<file path="config.mk">
export PLATFORM = sky130hd
export DESIGN_NAME = crank_no_signal_diagnostic
export DESIGN_NICKNAME = d
export VERILOG_FILES = /design/src/design/crnsd_pkg.sv /design/src/design/crank_no_signal_diagnostic.sv /design/src/design/crnsd_cfg.sv /design/src/design/crnsd_core.sv
export SDC_FILE = /design/constraint.sdc
export NUM_CORES = 1
export LEC_CHECK = 0
export BUFFER_PORTS_ARGS = -buffer_cell sky130_fd_sc_hd__clkbuf_2
export CAP_MARGIN = 20
export CORE_ASPECT_RATIO = 2
export CORE_UTILIZATION = 30
export DETAILED_ROUTE_END_ITERATION = 10
export GPL_TIMING_DRIVEN = 0
export PLACE_DENSITY = 0.42
export SLEW_MARGIN = 20
export SYNTH_ARGS = -nofsm -noshare
export SYNTH_HDL_FRONTEND = slang
export SYNTH_HIERARCHICAL = 1
export SYNTH_SLANG_ARGS = --single-unit
export TNS_END_PERCENT = 30
</file>
<file path="constraint.sdc">
create_clock -name clk -period 7 [get_ports clk]
set_clock_uncertainty 0.1 [all_clocks]
set_input_delay 0.35 -clock clk [delete_from_list [all_inputs] [get_ports clk]]
set_output_delay 0.35 -clock clk [all_outputs]
set_load 0.02 [all_outputs]
</file>
<file path="src/design/crnsd_pkg.sv">
// Shared types and codes for the crank no-signal diagnostic.
// No dependencies; imported by the top level, crnsd_cfg and crnsd_core.
package crnsd_pkg;

    localparam int unsigned DATA_W  = 16;
    localparam int unsigned APB_W   = 32;
    localparam int unsigned PADDR_W = 5;
    localparam int unsigned REG_IDX_W = 3;

    localparam logic [DATA_W-1:0] TIMER_MAX = 16'hFFFF;

    // Operation codes
    localparam logic [1:0] OP_TICK        = 2'd0;
    localparam logic [1:0] OP_KEYON       = 2'd1;
    localparam logic [1:0] OP_CRANK_STALL = 2'd2;
    localparam logic [1:0] OP_POWER_OFF   = 2'd3;

    // Engine states; anything above ES_OTHER acts as other
    localparam logic [2:0] ES_KEYON = 3'd0;
    localparam logic [2:0] ES_STALL = 3'd1;
    localparam logic [2:0] ES_CRANK = 3'd2;
    localparam logic [2:0] ES_RUN   = 3'd3;
    localparam logic [2:0] ES_OTHER = 3'd4;

    // Register indexes
    localparam logic [REG_IDX_W-1:0] REG_MAP_DELTA   = 3'd0;
    localparam logic [REG_IDX_W-1:0] REG_IGN_DELTA   = 3'd1;
    localparam logic [REG_IDX_W-1:0] REG_NO_SIG_LIM  = 3'd2;
    localparam logic [REG_IDX_W-1:0] REG_RESET_LIM   = 3'd3;
    localparam logic [REG_IDX_W-1:0] REG_ZERO_SPEED  = 3'd4;

    typedef struct packed {
        logic [DATA_W-1:0] map_delta_threshold;
        logic [DATA_W-1:0] ign_delta_threshold;
        logic [DATA_W-1:0] no_signal_limit;
        logic [DATA_W-1:0] reset_limit;
        logic [DATA_W-1:0] zero_speed_level;
    } cfg_t;

    typedef struct packed {
        logic [1:0]        operation;
        logic [2:0]        engine_state;
        logic              cam_backup;
        logic              cam_level;
        logic [DATA_W-1:0] manifold_pressure;
        logic [DATA_W-1:0] ign_voltage;
        logic [DATA_W-1:0] ign_voltage_keyon;
        logic [DATA_W-1:0] engine_speed;
        logic              crank_failed;
    } item_t;

    typedef struct packed {
        logic test_failed;
        logic test_complete;
        logic enable_met;
        logic fail_condition;
    } result_t;

endpackage

</file>
<file path="src/design/crank_no_signal_diagnostic.sv">
// Top level of the crank no-signal diagnostic: request/result registers and APB port.
// Depends on crnsd_pkg, crnsd_cfg and crnsd_core.

// Each request (tick, key-on capture, crank-to-stall reset or power-off reset)
// produces exactly one result carrying the failure latch, the sticky complete
// flag and the enable/fail flags of the latest tick. A request is captured in
// an input register, evaluated combinationally by the core and written to the
// result register. A new request is taken every cycle unless the input
// register holds, which it does only when the result register is full and
// not being taken. Thresholds and limits are written over APB at byte
// addresses 0x00 to 0x10 and must be set while no request is in flight.
module crank_no_signal_diagnostic (
    input  logic                          clk,
    input  logic                          rst_n,
    // request channel
    input  logic                          in_valid,
    output logic                          in_ready,
    input  logic [1:0]                    operation,
    input  logic [2:0]                    engine_state,
    input  logic                          cam_backup,
    input  logic                          cam_level,
    input  logic [crnsd_pkg::DATA_W-1:0]  manifold_pressure,
    input  logic [crnsd_pkg::DATA_W-1:0]  ign_voltage,
    input  logic [crnsd_pkg::DATA_W-1:0]  ign_voltage_keyon,
    input  logic [crnsd_pkg::DATA_W-1:0]  engine_speed,
    input  logic                          crank_failed,
    // result channel
    output logic                          out_valid,
    input  logic                          out_ready,
    output logic                          test_failed,
    output logic                          test_complete,
    output logic                          enable_met,
    output logic                          fail_condition,
    // configuration
    input  logic                          psel,
    input  logic                          penable,
    input  logic                          pwrite,
    input  logic [crnsd_pkg::PADDR_W-1:0] paddr,
    input  logic [crnsd_pkg::APB_W-1:0]   pwdata,
    output logic [crnsd_pkg::APB_W-1:0]   prdata,
    output logic                          pready
);
    import crnsd_pkg::*;

    cfg_t    cfg;
    item_t   item_reg, item_next;
    logic    item_valid_reg;
    result_t res_reg, res_next;
    logic    res_valid_reg;
    logic    advance;

    // result register free or draining this cycle
    assign advance  = !res_valid_reg || out_ready;
    assign in_ready = !item_valid_reg || advance;

    assign item_next = '{operation:         operation,
                         engine_state:      engine_state,
                         cam_backup:        cam_backup,
                         cam_level:         cam_level,
                         manifold_pressure: manifold_pressure,
                         ign_voltage:       ign_voltage,
                         ign_voltage_keyon: ign_voltage_keyon,
                         engine_speed:      engine_speed,
                         crank_failed:      crank_failed};

    crnsd_cfg u_cfg (
        .clk     (clk),
        .rst_n   (rst_n),
        .psel    (psel),
        .penable (penable),
        .pwrite  (pwrite),
        .paddr   (paddr),
        .pwdata  (pwdata),
        .prdata  (prdata),
        .pready  (pready),
        .cfg     (cfg)
    );

    crnsd_core u_core (
        .clk    (clk),
        .rst_n  (rst_n),
        .step   (item_valid_reg && advance),
        .item   (item_reg),
        .cfg    (cfg),
        .result (res_next)
    );

    // control: valid bits of the two registers
    always_ff @(posedge clk or negedge rst_n)
    begin
        if (!rst_n)
        begin
            item_valid_reg <= 1'b0;
            res_valid_reg  <= 1'b0;
        end
        else
        begin
            if (in_ready)
            begin
                item_valid_reg <= in_valid;
            end
            if (advance)
            begin
                res_valid_reg <= item_valid_reg;
            end
        end
    end

    // payload: no reset needed
    always_ff @(posedge clk)
    begin
        if (in_valid && in_ready)
        begin
            item_reg <= item_next;
        end
        if (item_valid_reg && advance)
        begin
            res_reg <= res_next;
        end
    end

    assign out_valid      = res_valid_reg;
    assign test_failed    = res_reg.test_failed;
    assign test_complete  = res_reg.test_complete;
    assign enable_met     = res_reg.enable_met;
    assign fail_condition = res_reg.fail_condition;

endmodule

</file>
<file path="src/design/crnsd_cfg.sv">
// APB register file holding the five diagnostic thresholds and limits.
// Depends on crnsd_pkg.
module crnsd_cfg (
    input  logic                         clk,
    input  logic                         rst_n,
    input  logic                         psel,
    input  logic                         penable,
    input  logic                         pwrite,
    input  logic [crnsd_pkg::PADDR_W-1:0] paddr,
    input  logic [crnsd_pkg::APB_W-1:0]   pwdata,
    output logic [crnsd_pkg::APB_W-1:0]   prdata,
    output logic                         pready,
    output crnsd_pkg::cfg_t              cfg
);
    import crnsd_pkg::*;

    cfg_t                 cfg_reg;
    logic [REG_IDX_W-1:0] idx;
    logic                 wr_en;
    logic [DATA_W-1:0]    wdata;
    logic [DATA_W-1:0]    rd_val;

    assign idx    = paddr[PADDR_W-1:2];
    assign pready = 1'b1;
    assign wr_en  = psel & penable & pwrite;
    assign wdata  = pwdata[DATA_W-1:0];

    always_ff @(posedge clk or negedge rst_n)
    begin
        if (!rst_n)
        begin
            cfg_reg <= '0;
        end
        else if (wr_en)
        begin
            case (idx)
                REG_MAP_DELTA:  cfg_reg.map_delta_threshold <= wdata;
                REG_IGN_DELTA:  cfg_reg.ign_delta_threshold <= wdata;
                REG_NO_SIG_LIM: cfg_reg.no_signal_limit     <= wdata;
                REG_RESET_LIM:  cfg_reg.reset_limit         <= wdata;
                REG_ZERO_SPEED: cfg_reg.zero_speed_level    <= wdata;
                default:        ;
            endcase
        end
    end

    always_comb
    begin
        case (idx)
            REG_MAP_DELTA:  rd_val = cfg_reg.map_delta_threshold;
            REG_IGN_DELTA:  rd_val = cfg_reg.ign_delta_threshold;
            REG_NO_SIG_LIM: rd_val = cfg_reg.no_signal_limit;
            REG_RESET_LIM:  rd_val = cfg_reg.reset_limit;
            REG_ZERO_SPEED: rd_val = cfg_reg.zero_speed_level;
            default:        rd_val = '0;
        endcase
    end

    assign prdata = {{(APB_W-DATA_W){1'b0}}, rd_val};
    assign cfg    = cfg_reg;

endmodule

</file>
<file path="src/design/crnsd_core.sv">
// Diagnostic state and single-pass update logic for one request.
// Depends on crnsd_pkg.
module crnsd_core (
    input  logic                clk,
    input  logic                rst_n,
    input  logic                step,
    input  crnsd_pkg::item_t    item,
    input  crnsd_pkg::cfg_t     cfg,
    output crnsd_pkg::result_t  result
);
    import crnsd_pkg::*;

    logic              prev_cam_reg,    prev_cam_next;
    logic [DATA_W-1:0] press_keyon_reg, press_keyon_next;
    logic              enabled_reg,     enabled_next;
    logic              fail_reg,        fail_next;
    logic              latch_reg,       latch_next;
    logic              sticky_reg,      sticky_next;
    logic [DATA_W-1:0] ft_reg,          ft_next;
    logic              ft_run_reg,      ft_run_next;
    logic [DATA_W-1:0] ct_reg,          ct_next;
    logic              ct_run_reg,      ct_run_next;

    logic [DATA_W-1:0] ft_inc, ct_inc;
    logic [DATA_W-1:0] map_diff, ign_diff;
    logic              toggle_state, delta_state, by_toggle, by_delta, en, fl;
    logic              complete_now;

    always_comb
    begin
        ft_inc = (ft_run_reg && ft_reg != TIMER_MAX) ? ft_reg + 16'd1 : ft_reg;
        ct_inc = (ct_run_reg && ct_reg != TIMER_MAX) ? ct_reg + 16'd1 : ct_reg;

        map_diff = (press_keyon_reg > item.manifold_pressure)
                 ? press_keyon_reg - item.manifold_pressure
                 : item.manifold_pressure - press_keyon_reg;
        ign_diff = (item.ign_voltage_keyon > item.ign_voltage)
                 ? item.ign_voltage_keyon - item.ign_voltage
                 : item.ign_voltage - item.ign_voltage_keyon;

        toggle_state = item.engine_state == ES_KEYON || item.engine_state == ES_STALL
                    || item.engine_state == ES_CRANK || item.cam_backup;
        delta_state  = item.engine_state == ES_KEYON || item.engine_state == ES_CRANK
                    || item.cam_backup;
        by_toggle = toggle_state && (item.cam_level != prev_cam_reg);
        by_delta  = delta_state && (map_diff > cfg.map_delta_threshold)
                 && (ign_diff > cfg.ign_delta_threshold);
        en = by_toggle || by_delta;
        fl = en && ((item.engine_speed <= cfg.zero_speed_level) || item.crank_failed);
    end

    always_comb
    begin
        prev_cam_next    = prev_cam_reg;
        press_keyon_next = press_keyon_reg;
        enabled_next     = enabled_reg;
        fail_next        = fail_reg;
        latch_next       = latch_reg;
        sticky_next      = sticky_reg;
        ft_next          = ft_reg;
        ft_run_next      = ft_run_reg;
        ct_next          = ct_reg;
        ct_run_next      = ct_run_reg;
        complete_now     = 1'b0;

        case (item.operation)
            OP_KEYON:
            begin
                prev_cam_next    = item.cam_level;
                press_keyon_next = item.manifold_pressure;
            end
            OP_CRANK_STALL, OP_POWER_OFF:
            begin
                ft_next     = '0;
                ft_run_next = 1'b0;
                ct_next     = '0;
                ct_run_next = 1'b0;
                if (item.operation == OP_POWER_OFF)
                begin
                    sticky_next = 1'b0;
                end
            end
            default:
            begin
                ft_next       = ft_inc;
                ct_next       = ct_inc;
                enabled_next  = en;
                fail_next     = fl;
                prev_cam_next = item.cam_level;
                if (en)
                begin
                    ct_next     = '0;
                    ct_run_next = 1'b0;
                    if (fl && ft_inc < cfg.no_signal_limit)
                    begin
                        ft_run_next = 1'b1;
                    end
                    else
                    begin
                        // decision reached: fail when timer expired, else a pass
                        latch_next   = fl;
                        complete_now = 1'b1;
                        ft_next      = '0;
                        ft_run_next  = 1'b0;
                    end
                end
                else
                begin
                    if (ct_inc >= cfg.reset_limit)
                    begin
                        if (!item.cam_backup && item.engine_state == ES_RUN)
                        begin
                            latch_next = 1'b0;
                        end
                        ft_next     = '0;
                        ct_next     = '0;
                        ct_run_next = 1'b0;
                    end
                    else
                    begin
                        ct_run_next = 1'b1;
                    end
                    ft_run_next = 1'b0;
                end
                sticky_next = sticky_reg || complete_now;
            end
        endcase
    end

    always_ff @(posedge clk or negedge rst_n)
    begin
        if (!rst_n)
        begin
            prev_cam_reg    <= 1'b0;
            press_keyon_reg <= '0;
            enabled_reg     <= 1'b0;
            fail_reg        <= 1'b0;
            latch_reg       <= 1'b0;
            sticky_reg      <= 1'b0;
            ft_reg          <= '0;
            ft_run_reg      <= 1'b0;
            ct_reg          <= '0;
            ct_run_reg      <= 1'b0;
        end
        else if (step)
        begin
            prev_cam_reg    <= prev_cam_next;
            press_keyon_reg <= press_keyon_next;
            enabled_reg     <= enabled_next;
            fail_reg        <= fail_next;
            latch_reg       <= latch_next;
            sticky_reg      <= sticky_next;
            ft_reg          <= ft_next;
            ft_run_reg      <= ft_run_next;
            ct_reg          <= ct_next;
            ct_run_reg      <= ct_run_next;
        end
    end

    assign result.test_failed    = latch_next;
    assign result.test_complete  = sticky_next;
    assign result.enable_met     = enabled_next;
    assign result.fail_condition = fail_next;

endmodule

</file>
Word level (Yosys, flattened, before mapping)
Cells that the tools add are included.
- register bits: 213
- word-level logic and storage cells: 125
- input port bits: 116
- output and inout port bits: 39
- equality and inequality tests: 13
- bitwise gates (word level): 4
- add/subtract/negate cells: 6
- multiplexer cells: 30
- magnitude comparators: 7
- reduce and logical (&&, ||, !) cells: 35
- operators with widths (operator ; count):
    $mux W16 ; 9
    $pmux W16 S5 ; 1
    $gt A16 B16 Y1 ; 4
    $pmux W16 S2 ; 2
    $sub A16 B16 Y16 ; 4
    $add A16 B1 Y16 const B ; 2
    $ne A16 B16 Y1 const B ; 2
    $ge A16 B16 Y1 ; 1
    $le A16 B16 Y1 ; 1
    $lt A16 B16 Y1 ; 1
    $reduce_and A2 Y1 ; 8
    $mux W1 ; 15
    $eq A3 B2 Y1 const B ; 4
    $logic_and A1 B1 Y1 ; 10
    $logic_or A1 B1 Y1 ; 10
    $eq A3 B1 Y1 const B ; 2
    $logic_not A3 Y1 ; 2
    $pmux W1 S2 ; 3
    $eq A2 B2 Y1 const B ; 2
    $eq A3 B3 Y1 const B ; 1
    $logic_not A1 Y1 ; 3
    $reduce_or A3 Y1 ; 1
    $and A1 B1 Y1 ; 2
    $eq A2 B1 Y1 const B ; 1
    3 further kinds ; 4

Longest topological paths before layout
Gate-level depths: netlist (run 1).
- depth in word-level cells: 13
- depth in mapped cells: 25
- gate-level depth less buffers: 23

Cells and area by module
Netlist (run 1), hierarchy kept.
- modules (own cells, without submodules) (module ; cells an instance ; area each (um^2) ; instances ; sequential area each (um^2)):
    crnsd_core ; 1030 ; 8016.4 ; 1 ; 1376.3
    crnsd_cfg ; 275 ; 3842.4 ; 1 ; 2001.9
    crank_no_signal_diagnostic ; 84 ; 2386.0 ; 1 ; 2332.2

Worst setup path after synthesis (run 1)
No wires, ideal clock.
- path type: reg2reg
- start point: reg u_core.press_keyon_reg[13]
- end point: reg u_core.ft_reg[4]
- required time: 6776 ps
- data arrival time: 4560 ps
- clock period less this slack: 4784 ps
- setup time: 124 ps
- cell stages (with the launch flop): 22
- path buffers: 1
- path slack: 2216 ps
- cells stage by stage: dfrtp_1 > ha_1 > buf_2 > nand4_2 > or2_1 > nand3b_1 > a21oi_2 > mux2_2 > o2bb2a_4 > o21ai_2 > nor4b_2 > nor3_2 > ha_1 > and3_1 > nand3_1 > or3_1 > a21oi_1 > a31o_2 > nor3_1 > a31oi_2 > nor3_1 > a211o_2
- word-level cells in the longest chain between the ends: 11
- elaborated cells on any way between the ends: 13
- classes of those cells: add/sub: 2; order compare: 2; mux: 4; reduce/logical: 5
- ends and longest elaborated chain (what ; RTL line ; text):
    start: declaration ; crnsd_core.sv:14 ; logic [DATA_W-1:0] press_keyon_reg, press_keyon_next;
    start signal: assignment ; crnsd_core.sv:148 ; press_keyon_reg <= press_keyon_next;
    $sub A16 B16 Y16, or another cell as far along ; crnsd_core.sv:36 ; : item.manifold_pressure - press_keyon_reg;
    $mux W16 * ; crnsd_core.sv:35 ; ? press_keyon_reg - item.manifold_pressure
    $gt A16 B16 Y1 * ; crnsd_core.sv:46 ; by_delta = delta_state && (map_diff > cfg.map_delta_threshold)
    $logic_and A1 B1 Y1 * ; crnsd_core.sv:46 ;
    $logic_and A1 B1 Y1 * ; crnsd_core.sv:47 ; && (ign_diff > cfg.ign_delta_threshold);
    $logic_or A1 B1 Y1 * ; crnsd_core.sv:48 ; en = by_toggle || by_delta;
    $logic_and A1 B1 Y1 ; crnsd_core.sv:49 ; fl = en && ((item.engine_speed <= cfg.zero_speed_level) || item.crank_failed);
    $logic_and A1 B1 Y1 ; crnsd_core.sv:94 ; if (fl && ft_inc < cfg.no_signal_limit)
    $mux W16 ; crnsd_core.sv:94 ;
    $mux W16 * ; crnsd_core.sv:90 ; if (en)
    $pmux W16 S2 * ; crnsd_core.sv:66 ; case (item.operation)
    end signal: assignment ; crnsd_core.sv:153 ; ft_reg <= ft_next;
    end: declaration ; crnsd_core.sv:19 ; logic [DATA_W-1:0] ft_reg, ft_next;
Mark *: on every way between the ends. The rest lies on a longest branch, timed or not.
A chain may end at the register's enable or synchronous reset.

Final worst setup path (run 1)
- start point: reg item_reg[44] in the netlist's numbering
- end point: reg u_core.ft_reg[0]
- word-level cells in the longest chain between the ends: 10
- elaborated cells on any way between the ends: 12
- classes of those cells: add/sub: 2; order compare: 2; mux: 4; reduce/logical: 4
- ends and longest elaborated chain (what ; RTL line ; text):
    start: declaration ; crank_no_signal_diagnostic.sv:46 ; item_t item_reg, item_next;
    start signal: assignment ; crank_no_signal_diagnostic.sv:114 ; item_reg <= item_next;
    $sub A16 B16 Y16, or another cell as far along ; crnsd_core.sv:39 ; : item.ign_voltage - item.ign_voltage_keyon;
    $mux W16 * ; crnsd_core.sv:38 ; ? item.ign_voltage_keyon - item.ign_voltage
    $gt A16 B16 Y1 * ; crnsd_core.sv:47 ;
    $logic_and A1 B1 Y1 * ; crnsd_core.sv:47 ;
    $logic_or A1 B1 Y1 * ; crnsd_core.sv:48 ;
    $logic_and A1 B1 Y1 ; crnsd_core.sv:49 ;
    $logic_and A1 B1 Y1 ; crnsd_core.sv:94 ;
    $mux W16 ; crnsd_core.sv:94 ;
    $mux W16 * ; crnsd_core.sv:90 ;
    $pmux W16 S2 * ; crnsd_core.sv:66 ;
Marked as above.

==> impl_results.md, run 1 <==
* Run status: completed
* Period minus WS final at 6100 ps
* # diodes at 0
* Final hold viol count at 0
* Via Count at 11,041
* CTS max path bufs at 3
* Crit path required time at 7390 ps
* Distinct cell type count after synthesis at 96
* DRT iter0 DRCs at 407
* DR WL/cell at 19.3 um
* Element type at the critical path start: register
* Setup Viol. Count Final at 0
* Post-synth top area share at 0.241
* Yosys warns at 6
* Post-Place Cell Area at 15,700 sq um
* Final HPWL DP at 34.8 mm
* Crit path kind: register to register
* Final nets at 1,889
* Post-route ant nets at 0
* CTS tree: built
* Largest net degree at the start of global routing at 77
* Slew Viols, Final at 0
* Max FFs per register at 80
* Synth cell count leaders: inv_1, ha_1, dfrtp_1, nand2_1, mux2_2
* Total GRT Usage at 0.185
* Die Wd at 156 um
* Area grow syn2layout at 21.4%
* Die span in y at 310 um
* RSZ-0062 raised after global routing: no
* Num rows at 112
* Max Cap Violations at 0
* Flops & latches, synth at 213
* GP Congestion at 0.906
* Top_reg_cell synth: dfrtp_1
* Initial core utilization at 0.304
* Number of synthesized flops with an enable pin at 76
* Buffers on Ports at 119
* Async SR Flop Fraction at 0.643
* TritonCTS sink count at 213
* Register area share after synthesis at 0.401
* Arrival time at the worst endpoint at 6490 ps
* Design area at 17,300 sq um
* Final wirelength at 43.8 mm
* Worst Hold Class: input port to register
* First-pass GRT wire length at 67.0 mm
* Worst-skew pair later-pin latency at 550 ps
* H-tree levels at 1
* Core Area at 46,800 sq um
* Mapped Area at 14,200 sq um
* TritonRoute pass-1 iters at 5
* Number of buffers created by CTS at 24
* DRC viols at 0
* Root buffer cell: clkbuf_16
* Worst-margin pin slew at 978 ps
* Mean area per synthesized cell at 10.3 sq um
* IO Count at 155
* Element type at the critical path end: register
* Crit-path max FO at 9
* Most frequent cell after synthesis: inv_1
* Initial antenna violation count at 0
* F_max at 0.164 GHz
* Clock Pin Slew Worst Setup and Hold Paths at 70 ps
* GRT overflow at 0
* Die Footprint at 48,400 sq um
* Final period util at 0.871
* FILL cells at 4,796
* Cell taking the most area after synthesis: dfrtp_1
* Peak VDD IR at 0.246 mV
* Max transition margin at 0.348
* Post-cts resize count at 0
* Number of global-route vias before repair at 11,709
* Final setup TNS at 0 ps
* Synth top area cells: dfrtp_1, edfxtp_1, ha_1
* Share of cells above drive strength 1 at 0.214
* Static leakage at 8.09 nW
* Pwr/cell area at 260 nW/um^2
* Post-Syn Instances at 1,389
* Via density at 4.86
==> critical path: stages (launching register included) <==
cell and delay [ps]:
edfxtp_1 390, ha_1 280, buf_2 190, nand3_1 220, nor3_1 460, nand3_1 140, a22oi_2 480, mux2i_1 370
o21ai_0 140, a221oi_1 300, xnor2_1 140, ha_1 290, nand4_1 120, nor3_1 380, o211ai_1 220, a31o_2 290
nor3_1 750, a31oi_2 390, nor3b_1 270, a21o_1 100
==> layout make-up <==
| class | count | area (sq um) | share of cell area |
|---|---|---|---|
| clock buffer | 38 | 737 | 0.0426 |
| clock inverter | 6 | 81.3 | 0.00470 |
| inverter | 156 | 586 | 0.0338 |
| timing repair buffer | 196 | 1390 | 0.0805 |
| buffer | 71 | 449 | 0.0260 |
| sequential | 213 | 5710 | 0.330 |
| multi-input combinational | 964 | 7560 | 0.437 |
| tap | 627 | 785 | 0.0453 |
==> layer usage <==
metal / part of all wire / GRT usage
met5: 0 / 0
met3: 0.028 / 0.0164
met1: 0.35 / 0.181
met4: 0.059 / 0.108
met2: 0.56 / 0.370
==> cell families (layout without fill, tap and decap cells) <==
logic type               after synthesis  count (layout)  share of synthesized area
AO/OA/AOI/OAI                        345             345                      0.164
XOR/XNOR                              54              54                     0.0332
adder cells (fa/ha/maj)              147             147                      0.131
buffers and inverters                227             467                     0.0726
flip-flops                           213             213                      0.401
multiplexers                         120             120                     0.0961
other                                  2              17                   0.000527
AND/OR/NAND/NOR                      281             281                      0.101
==> where the power goes <==
group | internal, mW | total, mW | switching, mW
Combinational | 0.665 | 1.54 | 0.875
Clock | 0.795 | 1.34 | 0.542
Sequential | 1.46 | 1.62 | 0.155
==> through the flow <==
step,worst slack (ps),hold WS (ps),cells,util,power [mW]
2_1_floorplan,2220,-45.6,1404,-,2.65
3_3_place_gp,745,366,2150,0.335,3.13
3_5_place_dp,762,282,2151,0.336,3.17
4_1_cts,749,20.6,2271,0.370,4.57
5_1_grt,411,43.7,2271,0.370,4.80
6_report,904,33.4,2271,0.370,4.49
==> timing repair <==
action / in CTS / in global routing
hold buffers: 76 / 0
setup buffers: 0 / 0
endpoints found under the hold margin: 135 / 0
==> cell usage in the layout (no fill, tap or decap), types with 22 or more instances in the layout <==
| cell type | instances |
|---|---|
| a21o_1 | 45 |
| a21oi_1 | 73 |
| a22o_1 | 22 |
| buf_4 | 29 |
| clkbuf_1 | 26 |
| clkbuf_16 | 27 |
| clkbuf_2 | 118 |
| dfrtp_1 | 137 |
| dlygate4sd3_1 | 77 |
| edfxtp_1 | 76 |
| ha_1 | 143 |
| inv_1 | 155 |
| mux2_2 | 94 |
| nand2_1 | 100 |
| nand3_1 | 22 |
| nor2_1 | 53 |
| o21ai_0 | 79 |
| xnor2_1 | 32 |
| xor2_1 | 22 |
==> worst paths after layout <==
path | start | to | slack, ps | depth (start not counted)
setup / recovery | item_reg[44]$_DFFE_PP_ | u_core/ft_reg[0]$_DFFE_PN0P_ | 900 | 19
hold / removal | pwdata[9] | u_cfg/cfg[73]$_DFFE_PN0P_ | 30 | 2
setup reg to reg | item_reg[44]$_DFFE_PP_ | u_core/ft_reg[0]$_DFFE_PN0P_ | 900 | 19
hold reg to reg | u_core/press_keyon_reg[15]$_DFFE_PN0P_ | u_core/press_keyon_reg[15]$_DFFE_PN0P_ | 390 | 2
min in group asynchronous | rst_n | u_cfg/cfg[11]$_DFFE_PN0P_ | 250 | 2
max in group asynchronous | rst_n | u_core/press_keyon_reg[7]$_DFFE_PN0P_ | 5700 | 3
Power figures use the tool's default switching activity.
==> run 2: changes to the inputs <==
--- a/config.mk
+++ b/config.mk
@@ -5,13 +5,15 @@
 export SDC_FILE = /design/constraint.sdc
 export NUM_CORES = 1
 export LEC_CHECK = 0
-export BUFFER_PORTS_ARGS = -buffer_cell sky130_fd_sc_hd__clkbuf_2
 export CAP_MARGIN = 20
+export CELL_PAD_IN_SITES_DETAIL_PLACEMENT = 0
+export CELL_PAD_IN_SITES_GLOBAL_PLACEMENT = 2
 export CORE_ASPECT_RATIO = 2
 export CORE_UTILIZATION = 30
 export DETAILED_ROUTE_END_ITERATION = 10
+export DONT_BUFFER_PORTS = 1
 export GPL_TIMING_DRIVEN = 0
-export PLACE_DENSITY = 0.42
+export PLACE_DENSITY = 0.57
 export SLEW_MARGIN = 20
 export SYNTH_ARGS = -nofsm -noshare
 export SYNTH_HDL_FRONTEND = slang
==> run 2 against run 1 <==
Net effect:
- fmax down 7.3%
- core utilization shrank 0.81 points
- register-to-register slack worse by 480 ps
- die area unchanged
- first-iteration DRC count fell by 21%
- worst hold slack improved by 6.7 ps
- cell count down 4.4%
- sequential power barely moved
- via count fell by 4.3%
- combinational power is essentially flat
- critical path type unchanged
==> impl_results.md, run 2 (synthesis results as in run 1) <==
* Worst R2R Setup Slack at 420 ps
* Final setup TNS at 0 ps
* FILL cells at 4,842
* TritonCTS sink count at 213
* Final hold viol count at 0
* Clock Pin Slew Worst Setup and Hold Paths at 60 ps
* Most common cell after layout, fill and taps aside: inv_1
* Root buffer cell: clkbuf_16
* CP Capture Point: u_core/ft_reg[4]$_DFFE_PN0P_
* DRC viols at 0
* Worst-skew pair later-pin latency at 560 ps
* RSZ-0062 raised after global routing: no
* CTS tree: built
* Setup Viol. Count Final at 0
* Area grow syn2layout at 18.8%
* F_max at 0.152 GHz
* TritonRoute pass-1 iters at 4
* Die Wd at 156 um
* Initial antenna violation count at 4
* DRT iter0 DRCs at 321
* Via Count at 10,566
* Number of global-route vias before repair at 11,283
* Post-cts resize count at 0
* Final nets at 1,788
* WP buf/inv at 3
* Crit-path max FO at 10
* Run status: completed
* Peak VDD IR at 0.181 mV
* Max incr delay on CP at 830 ps
* Start of the worst register-to-register path: item_reg[63]$_DFFE_PP_
* Period minus WS final at 6580 ps
* Die Footprint at 48,400 sq um
* GP Congestion at 0.808
* Max transition margin at 0.223
* Max Cap Violations at 0
* CP Depth at 21
* IO Count at 155
* GRT overflow at 0
* Max FFs per register at 80
* Crit path kind: register to register
* Pwr/cell area at 267 nW/um^2
* Total GRT Usage at 0.195
* Worst path cell trace: inv_1 > ha_1 > buf_2 > a21oi_1 > a21boi_0 > a311oi_1 > a21oi_2 > buf_4 > mux2i_1 > nand2_1 > nor4b_2 > nor3_2 > ha_1 > and3_1 > nand3_1 > a211oi_1 > nor3_1 > o211a_1 > a31oi_2 > nor3_1 > a211o_2
* Worst-margin pin slew at 1150 ps
* Cell family with most CP delay: compound AO/OA/AOI/OAI gates
* Element type at the critical path end: register
* Hold depth at 2
* Multi-input logic area at 7560 sq um
* Placed cells at 2,031
* Core Area at 46,800 sq um
* Slew Viols, Final at 0
* Number of buffers created by CTS at 25
* FF-to-FF End: u_core/ft_reg[4]$_DFFE_PN0P_
* Final HPWL DP at 36.3 mm
* CP startpoint: item_reg[63]$_DFFE_PP_
* Fin cells at 2,172
* Postcts setup bufs at 0
* Area taken by flip-flops and latches at 5710 sq um
* Static leakage at 7.67 nW
* Final period util at 0.940
* Post-route ant nets at 0
* CTS max path bufs at 3
* First-pass GRT wire length at 68.8 mm
* Arrival time at the worst endpoint at 6910 ps
* Element type at the critical path start: register
* Final wirelength at 46.1 mm
* Worst Hold Class: input port to register
* DR WL/cell at 21.2 um
* Share of cells above drive strength 1 at 0.156
* Most frequent cells in the layout: inv_1, ha_1, dfrtp_1
* Worst Reg-to-Reg Cells at 21
* Num rows at 112
* Buffers on Ports at 0
* Crit path required time at 7330 ps
* Via density at 4.86
* Slowest-stage cell, CP: a211oi_1
* Largest net degree at the start of global routing at 138
* # hold bufs at CTS at 93
* Initial core utilization at 0.304
* H-tree levels at 1
* Die span in y at 310 um
## run 2: cell count changes in the layout (fill, tap and decap cells not counted), moves of 3 or more
cell           delta
clkbuf_1          -8
clkbuf_2        -118
dlygate4sd3_1    +16
inv_6             +3
clkinvlp_4        +5
clkbuf_8          -3
## run 2: report_power, final
part           internal [mW]  switching, mW
combinational          0.645          0.871
clock                  0.808          0.585
sequential              1.46          0.151
total                   2.92           1.61
## run 2: area by class of cell
class                      count  share of cell area
timing repair buffer          94              0.0577
buffer                        71              0.0265
sequential                   213               0.337
multi-input combinational    964               0.447
tap                          627              0.0464
inverter                     156              0.0346
antenna                        1            0.000148
clock inverter                20              0.0135
clock buffer                  26              0.0372
## run 2: worst reg2reg max path: stages (launching register included)
cell and delay (ps):
edfxtp_1 380, inv_1 70, ha_1 350, buf_2 200, a21oi_1 160, a21boi_0 100
a311oi_1 730, a21oi_2 220, buf_4 270, mux2i_1 280, nand2_1 160, nor4b_2 270
nor3_2 80, ha_1 290, and3_1 200, nand3_1 140, a211oi_1 840, nor3_1 250
o211a_1 380, a31oi_2 570, nor3_1 110, a211o_2 320
## run 2: stage by stage
step / power (mW) / hold slack (ps) / util / cell area (sq um) / setup WS [ps]
final: 4.52 / 40.1 / 0.362 / 16900 / 421
after global routing: 4.82 / 23.1 / 0.362 / 16900 / 102
after CTS: 4.62 / 12.7 / 0.361 / 16900 / 289
after detailed placement: 3.10 / -36.7 / 0.322 / 15100 / 347
after global placement: 3.09 / -39.9 / 0.322 / 15100 / 332
after floorplan: 2.65 / -45.6 / - / 14300 / 2220
## run 2: worst min-delay path by stage
stage | startpoint | endpoint | slack [ps]
3_5_place_dp | rst_n | u_core/press_keyon_reg[4]$_DFFE_PN0P_ | -40
6_report | paddr[3] | u_cfg/cfg[63]$_DFFE_PN0P_ | 40
2_1_floorplan | rst_n | item_valid_reg$_DFFE_PN0P_ | -50
5_1_grt | paddr[3] | u_cfg/cfg[49]$_DFFE_PN0P_ | 20
4_1_cts | paddr[3] | u_cfg/cfg[63]$_DFFE_PN0P_ | 10
3_3_place_gp | rst_n | u_core/press_keyon_reg[3]$_DFFE_PN0P_ | -40
## run 2: metal layers
layer / routed length, um / vias to the layer above / part of all wire / track usage
li1: - / 5210 / - / -
met1: 15700 / 5126 / 0.34 / 0.179
met5: 34 / - / 0.00074 / 0
met3: 1300 / 61 / 0.028 / 0.0240
met2: 27700 / 163 / 0.60 / 0.418
met4: 1410 / 6 / 0.031 / 0.0739
==> run 3: changes to the inputs <==
==> constraint.sdc (replaced) <==
create_clock -name clk -period 6.45 [get_ports clk]
set_clock_uncertainty 0.1 [all_clocks]
set_input_delay 0.3225 -clock clk [delete_from_list [all_inputs] [get_ports clk]]
set_output_delay 0.3225 -clock clk [all_outputs]
set_load 0.02 [all_outputs]
==> run 3 against run 2 <==
Net effect:
- die area unchanged
- sequential power increased by 9%
- clock-buffer cell count unchanged
- via count increased by 0.10%
- sequential share of layout area decreased by 0.13 points
- design area increased by 0.38%
- clock power increased by 9%
- fmax increased by 7.6%
- core utilization increased by 0.14 points
- combinational power increased by 9%
- power increased by 8.8%
- critical endpoint unchanged
- highest routed layer unchanged
==> impl_results.md, run 3 (synthesis results as in run 1) <==
* Core Area at 46,800 sq um
* Die span in y at 310 um
* H-tree levels at 1
* Period minus WS final at 6120 ps
* Buffers on Ports at 0
* Worst Hold Class: input port to register
* Final HPWL DP at 36.3 mm
* DR WL/cell at 21.3 um
* Final period util at 0.948
* CTS tree: built
* Max transition margin at 0.226
* Initial core utilization at 0.304
* Crit path required time at 6780 ps
* Static leakage at 7.70 nW
* Post-route ant nets at 0
* Die Footprint at 48,400 sq um
* Die Wd at 156 um
* TritonCTS sink count at 213
* Fin cells at 2,177
* Placed cells at 2,031
* TritonRoute pass-1 iters at 4
* Core Util, Final at 0.363
* Share of cells above drive strength 1 at 0.160
* Most common cell after layout, fill and taps aside: inv_1
* Peak VDD IR at 0.197 mV
* F_max at 0.163 GHz
* Element type at the critical path start: register
* Number of buffers created by CTS at 25
* Total GRT Usage at 0.196
* Largest net degree at the start of global routing at 138
* Number of global-route vias before repair at 11,300
* Arrival time at the worst endpoint at 6450 ps
* Crit-path max FO at 9
* First-pass GRT wire length at 68.8 mm
* Worst Reg-to-Reg Cells at 21
* GRT overflow at 0
* PnR Total Power at 4.92 mW
* DRT iter0 DRCs at 338
* Via density at 4.86
* Num rows at 112
* Most frequent cells in the layout: inv_1, ha_1, dfrtp_1
* Setup Viol. Count Final at 0
* IO Count at 155
* Final nets at 1,793
* Design area at 17,000 sq um
* Slew Viols, Final at 0
* Area grow syn2layout at 19.2%
* Via Count at 10,577
* Max Cap Violations at 0
* Max FFs per register at 80
* Pwr/cell area at 290 nW/um^2
* Worst-skew pair later-pin latency at 560 ps
* Clock Pin Slew Worst Setup and Hold Paths at 60 ps
* GP Congestion at 0.808
* Root buffer cell: clkbuf_16
* CTS max path bufs at 3
* Worst-margin pin slew at 1150 ps
* Final hold viol count at 0
* Crit path kind: register to register
* Post-Place Cell Area at 15,100 sq um
* Hold depth at 3
* DRC viols at 0
* Run status: completed
* Element type at the critical path end: register
* Final wirelength at 46.3 mm
* Initial antenna violation count at 4
## run 3: timing repair
| item | in CTS | in global routing |
|---|---|---|
| hold buffers | 94 | 0 |
| pin swaps | 1 | 1 |
| hold endpoints to repair | 291 | 0 |
| gates resized for setup | 1 | 3 |
| endpoints found under the setup margin | 11 | 11 |
| buffers inserted | 3 | 1 |
## run 3: final timing paths
check	from	end	slack [ps]
min in group asynchronous	rst_n	u_core/press_keyon_reg[4]$_DFFE_PN0P_	310
hold reg to reg	u_core/fail_reg$_DFFE_PN0P_	u_core/fail_reg$_DFFE_PN0P_	390
setup / recovery	item_reg[42]$_DFFE_PP_	u_core/ft_reg[4]$_DFFE_PN0P_	330
setup reg to reg	item_reg[42]$_DFFE_PP_	u_core/ft_reg[4]$_DFFE_PN0P_	330
hold / removal	paddr[2]	u_cfg/cfg[71]$_DFFE_PN0P_	80
max in group asynchronous	rst_n	u_cfg/cfg[42]$_DFFE_PN0P_	5340
## run 3: layer usage
layer / global-route usage / vias to the layer above / wire length, um
met2: 0.418 / 171 / 27700
met3: 0.0234 / 60 / 1260
li1: - / 5220 / -
met4: 0.0739 / 6 / 1410
met5: 0 / - / 34
met1: 0.179 / 5120 / 15800
## run 3: per-stage QoR
step                TNS [ps]  hold WS, ps  setup WS, ps
finish                     0         85.0           333
global route           -6.45         67.0         -6.45
CTS                        0         49.5          49.5
detailed placement      -777        -64.2          -203
global placement        -965        -67.4          -218
floorplan                  0        -73.1          1670
## run 3: area by class of cell
cell class	count	area [sq um]
Multi-Input combinational cell	964	7580
Buffer	71	449
Antenna cell	1	2.50
Fill cell	4844	29800
Clock inverter	20	228
Timing Repair Buffer	99	1020
Tap cell	627	785
Sequential cell	213	5710
Inverter	156	586
Clock buffer	26	629
## run 3: critical path: stages, from the launching register on
cell and delay [ps]:
edfxtp_1 390, ha_1 280, buf_2 200, a21oi_1 140
o21ba_2 240, o211ai_1 150, o21ai_0 330, a22oi_2 410
buf_4 210, mux2_2 320, a31o_2 210, a21oi_1 170
xnor2_1 100, ha_1 300, nand4_1 100, nor3_1 510
o211ai_1 350, a31o_2 370, o211a_1 330, a31oi_4 370
nor3_1 90, a211o_2 310
## run 3: power breakdown
| group | internal, mW | switching, mW |
|---|---|---|
| combinational | 0.707 | 0.952 |
| sequential | 1.59 | 0.164 |
| clock | 0.877 | 0.635 |
